$ cat src/b64d_pkg.sv
`timescale 1ns / 1ps
package b64d_pkg;

  localparam int unsigned MaxInDefault      = 256;
  localparam int unsigned QueueDepthDefault = 4;

  localparam logic [1:0] KIND_DATA = 2'd0;
  localparam logic [1:0] KIND_OK   = 2'd1;
  localparam logic [1:0] KIND_FAIL = 2'd2;

  localparam logic [7:0] CH_PAD   = 8'h3d;  // '='
  localparam logic [7:0] CH_PLUS  = 8'h2b;  // '+'
  localparam logic [7:0] CH_SPACE = 8'h20;  // ' '
  localparam logic [7:0] CH_SLASH = 8'h2f;  // '/'

  localparam logic [5:0] SEXTET_PLUS  = 6'd62;
  localparam logic [5:0] SEXTET_SLASH = 6'd63;

  typedef struct packed {
    logic [7:0] char_in;
    logic       is_first;
    logic       is_last;
  } in_item_t;

  typedef struct packed {
    logic [7:0] out_byte;
    logic [1:0] kind;
    logic [7:0] byte_total;
    logic       end_of_run;
  } out_item_t;

  // All results caused by one accepted item.
  typedef struct packed {
    logic [2:0][7:0] data;
    logic [1:0]      nbytes;
    logic            has_status;
    logic            fail;
    logic [7:0]      total;
  } bundle_t;

  // {valid, value} of an alphabet character.
  function automatic logic [6:0] sextet_of(logic [7:0] c);
    logic [6:0] r;
    r = 7'd0;
    if (c >= 8'h41 && c <= 8'h5a) begin
      r = {1'b1, 6'(c - 8'h41)};
    end else if (c >= 8'h61 && c <= 8'h7a) begin
      r = {1'b1, 6'(c - 8'h61 + 8'd26)};
    end else if (c >= 8'h30 && c <= 8'h39) begin
      r = {1'b1, 6'(c - 8'h30 + 8'd52)};
    end else if (c == CH_PLUS) begin
      r = {1'b1, SEXTET_PLUS};
    end else if (c == CH_SLASH) begin
      r = {1'b1, SEXTET_SLASH};
    end
    return r;
  endfunction

endpackage

$ cat src/b64d_front.sv
`timescale 1ns / 1ps
module b64d_front import b64d_pkg::*; #(
  parameter int unsigned MaxIn = MaxInDefault
) (
  input  logic     clk_i,
  input  logic     rst_ni,
  input  logic     accept_i,
  input  in_item_t item_i,
  output logic     bundle_valid_o,
  output bundle_t  bundle_o
);

  localparam int unsigned CntW = $clog2(MaxIn + 1);

  localparam logic [1:0] PH_IDLE  = 2'd0;
  localparam logic [1:0] PH_START = 2'd1;
  localparam logic [1:0] PH_PLUS  = 2'd2;
  localparam logic [1:0] PH_BODY  = 2'd3;

  logic [1:0]      phase_q, phase_d;
  logic [1:0]      gp_q, gp_d;
  logic [2:0][5:0] held_q, held_d;
  logic            twp_q, twp_d;
  logic [7:0]      dc_q, dc_d;
  logic [CntW-1:0] cc_q, cc_d;
  logic            failed_q, failed_d;

  logic            ok, do_body, pad, emit_status;
  logic [6:0]      sx;
  logic [1:0]      nb;
  logic [2:0][7:0] data;
  logic [8:0]      sum;

  assign sx  = sextet_of(item_i.char_in);
  assign pad = (item_i.char_in == CH_PAD);

  always_comb begin
    phase_d     = phase_q;
    gp_d        = gp_q;
    held_d      = held_q;
    twp_d       = twp_q;
    dc_d        = dc_q;
    cc_d        = cc_q;
    failed_d    = failed_q;
    ok          = 1'b1;
    do_body     = 1'b0;
    emit_status = 1'b0;
    nb          = 2'd0;
    data        = '0;
    sum         = 9'd0;

    // A first mark, or any item while idle, opens a new message.
    if (item_i.is_first || phase_q == PH_IDLE) begin
      phase_d  = PH_START;
      gp_d     = 2'd0;
      held_d   = '0;
      twp_d    = 1'b0;
      dc_d     = 8'd0;
      cc_d     = '0;
      failed_d = 1'b0;
    end

    if (failed_d) begin
      // Drop the rest of an aborted message.
      if (item_i.is_last) begin
        phase_d  = PH_IDLE;
        failed_d = 1'b0;
      end
    end else begin
      if (cc_d >= CntW'(MaxIn)) begin
        ok = 1'b0;
      end else begin
        cc_d = cc_d + 1'b1;
        case (phase_d)
          PH_START: begin
            if (item_i.char_in == CH_PLUS && !item_i.is_last) begin
              phase_d = PH_PLUS;
            end else begin
              phase_d = PH_BODY;
              do_body = 1'b1;
            end
          end
          PH_PLUS: begin
            phase_d = PH_BODY;
            // Held plus turns out to be data: it is the first sextet.
            if (item_i.char_in != CH_SPACE) begin
              held_d[0] = SEXTET_PLUS;
              gp_d      = 2'd1;
              do_body   = 1'b1;
            end
          end
          default: do_body = 1'b1;
        endcase

        if (do_body) begin
          case (gp_d)
            2'd0, 2'd1: begin
              if (!sx[6]) begin
                ok = 1'b0;
              end else begin
                held_d[gp_d[0]] = sx[5:0];
                gp_d            = gp_d + 2'd1;
              end
            end
            2'd2: begin
              if (pad) begin
                twp_d     = 1'b1;
                held_d[2] = 6'd0;
                gp_d      = 2'd3;
              end else if (!sx[6]) begin
                ok = 1'b0;
              end else begin
                twp_d     = 1'b0;
                held_d[2] = sx[5:0];
                gp_d      = 2'd3;
              end
            end
            default: begin
              if (!pad && !sx[6]) begin
                ok = 1'b0;
              end else begin
                data[0] = {held_d[0], held_d[1][5:4]};
                nb      = 2'd1;
                if (!twp_d) begin
                  data[1] = {held_d[1][3:0], held_d[2][5:2]};
                  nb      = 2'd2;
                  if (!pad) begin
                    data[2] = {held_d[2][1:0], sx[5:0]};
                    nb      = 2'd3;
                  end
                end
                gp_d  = 2'd0;
                twp_d = 1'b0;
              end
            end
          endcase
        end
      end

      if (!ok) begin
        emit_status = 1'b1;
        failed_d    = 1'b1;
      end
      if (item_i.is_last) begin
        if (ok) begin
          emit_status = 1'b1;
        end
        phase_d  = PH_IDLE;
        failed_d = 1'b0;
      end
    end

    // Saturating byte total.
    sum  = {1'b0, dc_d} + {7'd0, nb};
    dc_d = sum[8] ? 8'hff : sum[7:0];
  end

  assign bundle_valid_o      = (nb != 2'd0) || emit_status;
  assign bundle_o.data       = data;
  assign bundle_o.nbytes     = nb;
  assign bundle_o.has_status = emit_status;
  assign bundle_o.fail       = !ok;
  assign bundle_o.total      = ok ? dc_d : 8'd0;

  always_ff @(posedge clk_i or negedge rst_ni) begin
    if (!rst_ni) begin
      phase_q  <= PH_IDLE;
      gp_q     <= 2'd0;
      held_q   <= '0;
      twp_q    <= 1'b0;
      dc_q     <= 8'd0;
      cc_q     <= '0;
      failed_q <= 1'b0;
    end else if (accept_i) begin
      phase_q  <= phase_d;
      gp_q     <= gp_d;
      held_q   <= held_d;
      twp_q    <= twp_d;
      dc_q     <= dc_d;
      cc_q     <= cc_d;
      failed_q <= failed_d;
    end
  end

endmodule

$ cat src/b64d_queue.sv
`timescale 1ns / 1ps
module b64d_queue import b64d_pkg::*; #(
  parameter int unsigned Depth = QueueDepthDefault
) (
  input  logic    clk_i,
  input  logic    rst_ni,
  input  logic    push_i,
  input  bundle_t data_i,
  input  logic    pop_i,
  output bundle_t data_o,
  output logic    full_o,
  output logic    empty_o
);

  localparam int unsigned PtrW = (Depth > 1) ? $clog2(Depth) : 1;
  localparam int unsigned CntW = $clog2(Depth + 1);

  bundle_t         mem_q [Depth];
  logic [PtrW-1:0] wr_q, rd_q;
  logic [CntW-1:0] cnt_q;
  logic            do_push, do_pop;

  assign full_o  = (cnt_q == CntW'(Depth));
  assign empty_o = (cnt_q == '0);
  assign do_push = push_i && !full_o;
  assign do_pop  = pop_i && !empty_o;
  assign data_o  = mem_q[rd_q];

  always_ff @(posedge clk_i) begin
    if (do_push) begin
      mem_q[wr_q] <= data_i;
    end
  end

  always_ff @(posedge clk_i or negedge rst_ni) begin
    if (!rst_ni) begin
      wr_q  <= '0;
      rd_q  <= '0;
      cnt_q <= '0;
    end else begin
      if (do_push) begin
        wr_q <= (wr_q == PtrW'(Depth - 1)) ? '0 : wr_q + 1'b1;
      end
      if (do_pop) begin
        rd_q <= (rd_q == PtrW'(Depth - 1)) ? '0 : rd_q + 1'b1;
      end
      if (do_push && !do_pop) begin
        cnt_q <= cnt_q + 1'b1;
      end else if (do_pop && !do_push) begin
        cnt_q <= cnt_q - 1'b1;
      end
    end
  end

endmodule

$ cat src/b64d_back.sv
`timescale 1ns / 1ps
module b64d_back import b64d_pkg::*; (
  input  logic      clk_i,
  input  logic      rst_ni,
  input  logic      bundle_valid_i,
  input  bundle_t   bundle_i,
  output logic      bundle_pop_o,
  output logic      empty_o,
  input  logic      pop_i,
  output out_item_t out_item_o
);

  bundle_t    cur_q;
  logic       cur_valid_q;
  logic [1:0] idx_q;
  out_item_t  out_q;
  logic       out_valid_q;

  logic [2:0] n_res;
  logic [1:0] last_pos;
  logic       at_last, advance, load;
  out_item_t  res;

  assign n_res    = {1'b0, cur_q.nbytes} + {2'd0, cur_q.has_status};
  assign last_pos = 2'(n_res - 3'd1);
  assign at_last  = (idx_q == last_pos);
  assign advance  = cur_valid_q && (!out_valid_q || pop_i);
  assign load     = bundle_valid_i && (!cur_valid_q || (advance && at_last));
  assign bundle_pop_o = load;

  always_comb begin
    res            = '0;
    res.end_of_run = at_last;
    if (idx_q < cur_q.nbytes) begin
      res.kind = KIND_DATA;
      case (idx_q)
        2'd0:    res.out_byte = cur_q.data[0];
        2'd1:    res.out_byte = cur_q.data[1];
        default: res.out_byte = cur_q.data[2];
      endcase
    end else begin
      res.kind       = cur_q.fail ? KIND_FAIL : KIND_OK;
      res.byte_total = cur_q.total;
    end
  end

  always_ff @(posedge clk_i) begin
    if (load) begin
      cur_q <= bundle_i;
    end
    if (advance) begin
      out_q <= res;
    end
  end

  always_ff @(posedge clk_i or negedge rst_ni) begin
    if (!rst_ni) begin
      cur_valid_q <= 1'b0;
      idx_q       <= 2'd0;
      out_valid_q <= 1'b0;
    end else begin
      if (advance) begin
        out_valid_q <= 1'b1;
      end else if (pop_i) begin
        out_valid_q <= 1'b0;
      end
      if (load) begin
        cur_valid_q <= 1'b1;
        idx_q       <= 2'd0;
      end else if (advance) begin
        if (at_last) begin
          cur_valid_q <= 1'b0;
          idx_q       <= 2'd0;
        end else begin
          idx_q <= idx_q + 2'd1;
        end
      end
    end
  end

  assign empty_o    = !out_valid_q;
  assign out_item_o = out_q;

endmodule

$ cat src/base64_stream_decoder.sv
`timescale 1ns / 1ps
// Channel  | Direction | Handshake   | Payload
// ---------+-----------+-------------+-----------------------------------------
// input    | in        | push / full | in_item_i  (char_in, is_first, is_last)
// result   | out       | empty / pop | out_item_o (out_byte, kind, byte_total,
//          |           |             |             end_of_run)
//
// One character is taken per cycle while the queue is not full; the front decodes
// it in the cycle it is accepted and queues its results (up to three bytes and a
// status) as one entry. The back drains one result per cycle while results are
// popped, so a full group yields up to four results; the bundle queue depth sets
// how far the front runs ahead. Results pass the queue, cur_q and out_q in turn.
// Reset clears both sides and leaves the decoder idle, awaiting a message.
module base64_stream_decoder import b64d_pkg::*; #(
  parameter int unsigned MAX_IN      = MaxInDefault,
  parameter int unsigned QUEUE_DEPTH = QueueDepthDefault
) (
  input  logic      clk_i,
  input  logic      rst_ni,
  input  logic      push,
  output logic      full,
  input  in_item_t  in_item_i,
  output logic      empty,
  input  logic      pop,
  output out_item_t out_item_o
);

  logic    accept;
  logic    f_valid;
  bundle_t f_bundle;
  bundle_t q_bundle;
  logic    q_full, q_empty, q_pop;

  assign full   = q_full;
  assign accept = push && !q_full;

  b64d_front #(
    .MaxIn (MAX_IN)
  ) u_front (
    .clk_i          (clk_i),
    .rst_ni         (rst_ni),
    .accept_i       (accept),
    .item_i         (in_item_i),
    .bundle_valid_o (f_valid),
    .bundle_o       (f_bundle)
  );

  b64d_queue #(
    .Depth (QUEUE_DEPTH)
  ) u_queue (
    .clk_i   (clk_i),
    .rst_ni  (rst_ni),
    .push_i  (accept && f_valid),
    .data_i  (f_bundle),
    .pop_i   (q_pop),
    .data_o  (q_bundle),
    .full_o  (q_full),
    .empty_o (q_empty)
  );

  b64d_back u_back (
    .clk_i          (clk_i),
    .rst_ni         (rst_ni),
    .bundle_valid_i (!q_empty),
    .bundle_i       (q_bundle),
    .bundle_pop_o   (q_pop),
    .empty_o        (empty),
    .pop_i          (pop),
    .out_item_o     (out_item_o)
  );

endmodule

$ cat config.mk
export PLATFORM = sky130hd
export DESIGN_NAME = base64_stream_decoder
export DESIGN_NICKNAME = d
export VERILOG_FILES = /design/src/b64d_pkg.sv /design/src/b64d_front.sv /design/src/b64d_queue.sv /design/src/b64d_back.sv /design/src/base64_stream_decoder.sv
export SDC_FILE = /design/constraint.sdc
export NUM_CORES = 1
export LEC_CHECK = 0
export BUFFER_PORTS_ARGS = -buffer_cell sky130_fd_sc_hd__clkbuf_2
export CAP_MARGIN = 10
export CORE_UTILIZATION = 56
export CTS_CLUSTER_SIZE = 14
export DETAILED_ROUTE_END_ITERATION = 10
export HOLD_SLACK_MARGIN = 0.02
export MAX_ROUTING_LAYER = met4
export PLACE_DENSITY = 0.86
export SYNTH_ARGS = -nofsm -noshare
export SYNTH_HDL_FRONTEND = slang
export SYNTH_SLANG_ARGS = --single-unit
$ cat constraint.sdc
create_clock -name clk_i -period 4 [get_ports clk_i]
set_input_delay 0.4 -clock clk_i [delete_from_list [all_inputs] [get_ports clk_i]]
set_output_delay 0.4 -clock clk_i [all_outputs]
set_load 0.005 [all_outputs]
==> results of run 1 <==
==> what timing repair did <==
action	in CTS	in global routing
setup endpoints to repair	0	30
buffers inserted	0	1
gates resized for setup	0	1
==> cell families after synthesis <==
family | count (synthesis)
XOR/XNOR | 17
adder cells (fa/ha/maj) | 32
multiplexers | 44
buffers and inverters | 54
flip-flops | 251
AO/OA/AOI/OAI | 133
AND/OR/NAND/NOR | 220
==> area by class of cell <==
type | count | area share
Clock inverter | 11 | 0.0132
Tap cell | 260 | 0.0261
Multi-Input combinational cell | 446 | 0.282
Sequential cell | 251 | 0.583
Clock buffer | 34 | 0.0560
Timing Repair Buffer | 58 | 0.0321
Inverter | 26 | 0.00782
==> power by group <==
group | switching [uW] | total (uW) | internal (uW)
combinational | 1350 | 2330 | 972
sequential | 285 | 3970 | 3680
clock | 934 | 2420 | 1480
==> per-layer routing <==
| metal | routed length, um | share of wire | track usage |
|---|---|---|---|
| met5 | 0 | 0 | - |
| met4 | 485 | 0.022 | 0.0724 |
| met3 | 1480 | 0.068 | 0.0367 |
| met2 | 10700 | 0.49 | 0.379 |
| met1 | 9300 | 0.42 | 0.317 |
==> cells in the mapped netlist (3+ instances only) <==
cell type / count
edfxtp_1: 199
buf_1: 5
dfrtp_1: 52
a22o_1: 4
mux4_2: 36
nand2b_1: 6
and2_1: 30
a21oi_1: 31
o2bb2ai_1: 5
a31oi_1: 6
nor2b_1: 8
buf_2: 5
a211o_1: 3
mux2i_1: 3
a211oi_1: 3
a21o_1: 5
nand2_1: 57
inv_1: 25
a22oi_1: 9
o21ai_1: 4
o21ai_0: 29
nand4_1: 8
nor3b_1: 4
and3_1: 6
xor2_1: 8
nand3_1: 21
clkbuf_1: 17
mux2_2: 3
nor2_1: 53
o221ai_1: 3
o31ai_1: 5
nor3_1: 11
xnor2_1: 9
ha_1: 30
==> cell usage in the layout, fill, tap and decap left out, types with 5 or more instances in the layout <==
cell / count
nor2b_1: 8
a22oi_1: 9
clkbuf_16: 25
dfrtp_1: 51
buf_4: 20
clkbuf_1: 5
ha_1: 30
and3_1: 6
xnor2_1: 9
edfxtp_1: 199
nor3_1: 11
o31ai_1: 5
a21o_1: 5
mux4_2: 36
nand2b_1: 6
nand2_1: 57
o21ai_0: 29
nand3_1: 21
nor2_1: 52
and2_1: 30
a21oi_1: 31
xor2_1: 8
nand4_1: 8
inv_1: 25
clkbuf_2: 34
o2bb2ai_1: 5
a31oi_1: 6
==> worst reg2reg max path: stages (launching register included) <==
cell      delay (ps)
dfrtp_1          400
o21bai_1         210
nor2_1            90
ha_1             320
nor2_1            70
a41oi_2          140
buf_4            180
nor2_8            40
nor2_2           220
o211ai_4         150
nor2_2           230
ha_1             220
fa_1             250
nand3_1          110
or2_2            310
nand3_1          100
nand2_1           90
nor3_1           410
==> state kept, by name, summed over array words and instances (netlist names) <==
| name | flops |
|---|---|
| u_back.out_item_o | 19 |
| u_back.cur_q | 36 |
| u_front.dc_q | 8 |
| u_front.phase_q | 2 |
| u_front.failed_q | 1 |
| u_queue.cnt_q | 3 |
| u_front.twp_q | 1 |
| u_back.out_valid_q | 1 |
| u_back.idx_q | 2 |
| u_front.held_q | 18 |
| u_front.gp_q | 2 |
| u_queue.wr_q | 2 |
| u_queue.mem_q | 144 |
| u_queue.rd_q | 2 |
| u_front.cc_q | 9 |
| u_back.cur_valid_q | 1 |
==> metrics by stage <==
stage          cell area (sq um)  instances   util
2_1_floorplan              11000        751      -
3_3_place_gp               11600       1040  0.612
3_5_place_dp               11600       1040  0.612
4_1_cts                    12500       1085  0.658
5_1_grt                    12500       1086  0.658
6_report                   12500       1086  0.658
==> worst max-delay path by stage <==
| stage | startpoint | endpoint | cells after the start |
|---|---|---|---|
| floorplan | in_item_i[1] | u_queue.mem_q[0][0]$_DFFE_PP_ | 15 |
| global placement | in_item_i[3] | u_queue.cnt_q[2]$_DFFE_PN0P_ | 18 |
| detailed placement | in_item_i[2] | u_queue.cnt_q[2]$_DFFE_PN0P_ | 18 |
| CTS | u_front.phase_q[1]$_DFFE_PN0P_ | u_queue.mem_q[2][0]$_DFFE_PP_ | 16 |
| global route | u_front.phase_q[1]$_DFFE_PN0P_ | u_queue.mem_q[2][0]$_DFFE_PP_ | 19 |
| finish | u_front.phase_q[1]$_DFFE_PN0P_ | u_queue.mem_q[0][7]$_DFFE_PP_ | 17 |
==> metrics.txt, run 1 <==
status finished, final reports clean; DRC viols 0; CP Max Fanout 5; overall power around 8700 uW; Yosys cell types between 70 and 80; clock skew around 12 ps; ANT cells 0; Initial Util 0.580; CTS tree built; Top FF cell, synth edfxtp_1; worst path required time 4260 ps; Pins Over Slew Limit 0; total global routing track utilization 0.237; initial antenna violation count 0; CTS root buffer clkbuf_16; row cnt 50; TritonCTS Buffers 25; critical path buffer and inverter count 1; Post-Syn Nets ~800; worst setup path class flip-flop to flip-flop; Max-slew headroom 0.350; Crit path max-delay family simple AND/OR/NAND/NOR gates; worst slew pin tran just under 1000 ps; Synth Warn # 0; synth top area cells edfxtp_1, dfrtp_1, mux4_2, ha_1, nand2_1; Pleak 0.00463 uW; Remaining Overflow, GRT 0; H-tree Lvls 1; ys async rst share 0.207; Crit path largest cell delay between 400 and 500 ps; register area share after synthesis 0.661; post-synth top area share 0.543; worst r2r dst u_queue.mem_q[0][7]$_DFFE_PP_; Die W approximately 140 um; fmax 0.265 GHz; filler cell count ~1.2k; dpl ws 31.7 ps; pwr dens approximately 700 nW/um^2; FF+latch area 7280 sq um; port bufs 34; DR pass1 iterations 6; post-synthesis mux area share 0.0822; number of global-route vias before repair 6566; die height 142 um; r2r startpoint u_front.phase_q[1]$_DFFE_PN0P_; r2r worst-path depth 17; layout cells sized above 1 0.191; drt initial violations 663; Layout area overhead 13.4%; max_cap viols 0; slowest CP cell nor3_1; Syn Inst Count 751; setup_tns 0 ps; HP Class input port to async pin; simple-gate share of the synthesized area 0.101; latest clock arrival within the worst-skew pair 510 ps; Final ANT Viol Nets 0; combinational family with the most area after synthesis simple AND/OR/NAND/NOR gates; area occupied by multi-input gates 3520 sq um; Syn Std Cell Area 11000 sq um; routability cong. 0.887; fin crit period 3780 ps; post-DR wirelength/cell 20.2 um; Hold-fix buffers, CTS 0; via count 6576; fin nets 854; largest net degree at the start of global routing 39; critical-path cell list o21bai_1, nor2_1, ha_1, nor2_1, a41oi_2, buf_4, nor2_8, nor2_2, o211ai_4, nor2_2, ha_1, fa_1, nand3_1, or2_2, nand3_1, nand2_1, nor3_1; final setup violation count 0; synthesized flop and latch total 251; Final WS setup 222 ps; Worst Path Arrival 4040 ps; internal reg-to-reg setup slack ~220 ps; area leader, netlist edfxtp_1; Routed WL 22000 um; RSZ-0062 raised after global routing false; core footprint between 15000 and 20000 sq um; hold_ws 35.9 ps; via/cell ratio roughly 6; Max VDD drop between 0.3 and 0.4 mV; CTS Sinks 251; clock slew at reported path FFs about 60 ps; first-pass GRT wire length approximately 36000 um; final hold viol count 0; clock buffer depth 3; fin crit share 0.944; Post-synth EDFFs around 200; synthesized area per cell 14.7 sq um; post-synthesis adder-cell area fraction 0.0378; # IOs 35; startpoint types flip-flop; HPWL Detailed 13900 um; post-synthesis compound-gate area fraction 0.0852; Synth Area in XOR/XNOR 0.0135; Setup crit end kind flip-flop; die area 20200 sq um
(Power assumes the default switching activity.)
==> inputs of run 2 (changes only) <==
--- a/config.mk
+++ b/config.mk
@@ -7,12 +7,12 @@
 export LEC_CHECK = 0
 export BUFFER_PORTS_ARGS = -buffer_cell sky130_fd_sc_hd__clkbuf_2
 export CAP_MARGIN = 10
-export CORE_UTILIZATION = 56
+export CORE_UTILIZATION = 45
 export CTS_CLUSTER_SIZE = 14
 export DETAILED_ROUTE_END_ITERATION = 10
 export HOLD_SLACK_MARGIN = 0.02
 export MAX_ROUTING_LAYER = met4
-export PLACE_DENSITY = 0.86
+export PLACE_DENSITY = 0.73
 export SYNTH_ARGS = -nofsm -noshare
 export SYNTH_HDL_FRONTEND = slang
 export SYNTH_SLANG_ARGS = --single-unit
==> constraint.sdc (replaced) <==
create_clock -name clk_i -period 3.3 [get_ports clk_i]
set_input_delay 0.33 -clock clk_i [delete_from_list [all_inputs] [get_ports clk_i]]
set_output_delay 0.33 -clock clk_i [all_outputs]
set_load 0.005 [all_outputs]
==> run 2 against run 1 <==
Compared with the run above: worst setup slack worse by 73 ps; critical endpoint is now u_queue.mem_q[3][7]$_DFFE_PP_; wire length is 3.4% lower; highest routed layer unchanged; sequential power grew 20%; critical path type unchanged.
==> metrics.txt, run 2 (synthesized netlist as in run 1, its figures left out) <==
status finished, final reports clean; most common cell after layout, fill and taps aside edfxtp_1; HP Class input port to flip-flop; final core occ 0.553; port bufs 34; clock slew at reported path FFs ~60 ps; die area 25100 sq um; worst r2r dst u_queue.mem_q[3][7]$_DFFE_PP_; Pins Over Slew Limit 0; WHS Endpoint u_back.out_valid_q$_DFFE_PN0P_; final setup violation count 0; fin crit period 3150 ps; internal reg-to-reg setup slack 150 ps; Top reg by flops u_queue.mem_q; Max VDD drop 0.483 mV; final hold viol count 0; r2r startpoint u_front.phase_q[0]$_DFFE_PN0P_; WHS Path Cells 3; Die W 158 um; fin nets 911; core footprint 23800 sq um; DRC viols 0; Layout area overhead 19.4%; latest clock arrival within the worst-skew pair 510 ps; filler cell count ~1.9k; Pleak 0.00490 uW; die height approximately 160 um; Largest register FFs 144; clock buffer depth 3; Hold Startpoint pop; Routed WL 21200 um; routability cong. 0.882; via/cell ratio 5.36; largest net degree at the start of global routing 39; clock skew 8.99 ps; row cnt 56; hold_ws 130 ps; CTS tree built; max_cap viols 0; most frequent cells in the layout edfxtp_1, buf_4, nand2_1; r2r worst-path depth 16; worst path required time 3640 ps; CTS root buffer clkbuf_16; # IOs 35; startpoint types flip-flop; Final ANT Viol Nets 0; drt initial violations 512; layout cells sized above 1 0.277; H-tree Lvls 1; initial antenna violation count 0; setup_tns 0 ps; worst slew pin tran 910 ps; Remaining Overflow, GRT 0; Max-slew headroom 0.388; post-DR wirelength/cell 17.6 um; via count 6443; HPWL Detailed 14800 um; CP Max Fanout 5; total global routing track utilization 0.183; Worst Path Arrival 3490 ps; TritonCTS Buffers 26; Final Non-Filler Cells 1203; ANT cells 0; Setup crit end kind flip-flop; fin crit share 0.955; fmax about 0.32 GHz; Placed Cells 1153; first-pass GRT wire length 34300 um; worst setup path class flip-flop to flip-flop; number of global-route vias before repair 6416; pwr dens 809 nW/um^2; CTS Sinks 251; DR pass1 iterations 5; Initial Util 0.463
==> run 2: changes by cell type in the layout (fill, tap and decap cells not counted), sizes merged <==
cell / before / now
buf: 24 / 79
clkbuf: 68 / 72
bufinv: 4 / 2
clkinv: 3 / 4
clkinvlp: 3 / 2
dlygate4sd3: 0 / 1
==> run 2: stage by stage <==
step           area [sq um]  setup WS, ps  power (uW)
2_1_floorplan         11200         0.223        6780
3_3_place_gp          12200          38.7        7710
3_5_place_dp          12200         -54.5        7790
4_1_cts               13100          86.0       10700
5_1_grt               13100         -6.15       11200
6_report              13100           149       10600
==> run 2: repair_timing <==
item	4_1_cts	5_1_grt
endpoints found under the hold margin	29	0
buffers inserted	0	2
hold buffers	1	0
resized for setup	4	4
pin swaps	0	0
setup endpoints to repair	16	30
==> run 2: final cells by class <==
cell class              count  area, sq um  share of cell area
clock buffers              38          747              0.0569
clock inverters             9          101             0.00772
inverters                  26         97.6             0.00743
multi-input cells         446         3700               0.282
flip-flops and latches    251         7280               0.554
well taps                 319          399              0.0304
repair buffers            114          811              0.0617
==> run 2: per-layer routing <==
metal  track usage  part of all wire  up-vias
li1              -                 -     3086
met1         0.246              0.46     3176
met2         0.302              0.49      155
met3        0.0226             0.040       26
met4        0.0398             0.015        0
met5             -                 0        -
==> run 2: worst max-delay path by stage <==
stage	startpoint	cells after the start	endpoint
6_report	u_front.phase_q[0]$_DFFE_PN0P_	16	u_queue.mem_q[3][7]$_DFFE_PP_
5_1_grt	u_front.phase_q[0]$_DFFE_PN0P_	16	u_queue.mem_q[3][7]$_DFFE_PP_
4_1_cts	u_front.phase_q[1]$_DFFE_PN0P_	16	u_queue.mem_q[2][7]$_DFFE_PP_
3_5_place_dp	in_item_i[9]	15	u_queue.mem_q[1][6]$_DFFE_PP_
3_3_place_gp	in_item_i[9]	14	u_queue.cnt_q[1]$_DFFE_PN0P_
2_1_floorplan	in_item_i[7]	17	u_queue.mem_q[0][3]$_DFFE_PP_
==> run 2: worst max-delay path: stages, from the launching register on <==
cell and delay [ps]:
dfrtp_1 390, o21bai_2 210, nor2_4 70, ha_4 290, nor2_1 60, a41oi_4 250, nor2_8 80, nor2_4 110
o211ai_4 130, a21oi_4 190, ha_1 260, a21oi_1 190, nor2b_2 100, and3_1 210, nand3_1 80, nand2_1 100
nor3_4 240
==> run 2: power breakdown <==
| part | internal, uW | total [uW] | switching (uW) |
|---|---|---|---|
| registers | 4460 | 4780 | 322 |
| clock network | 1720 | 2870 | 1150 |
| logic | 1320 | 2970 | 1650 |
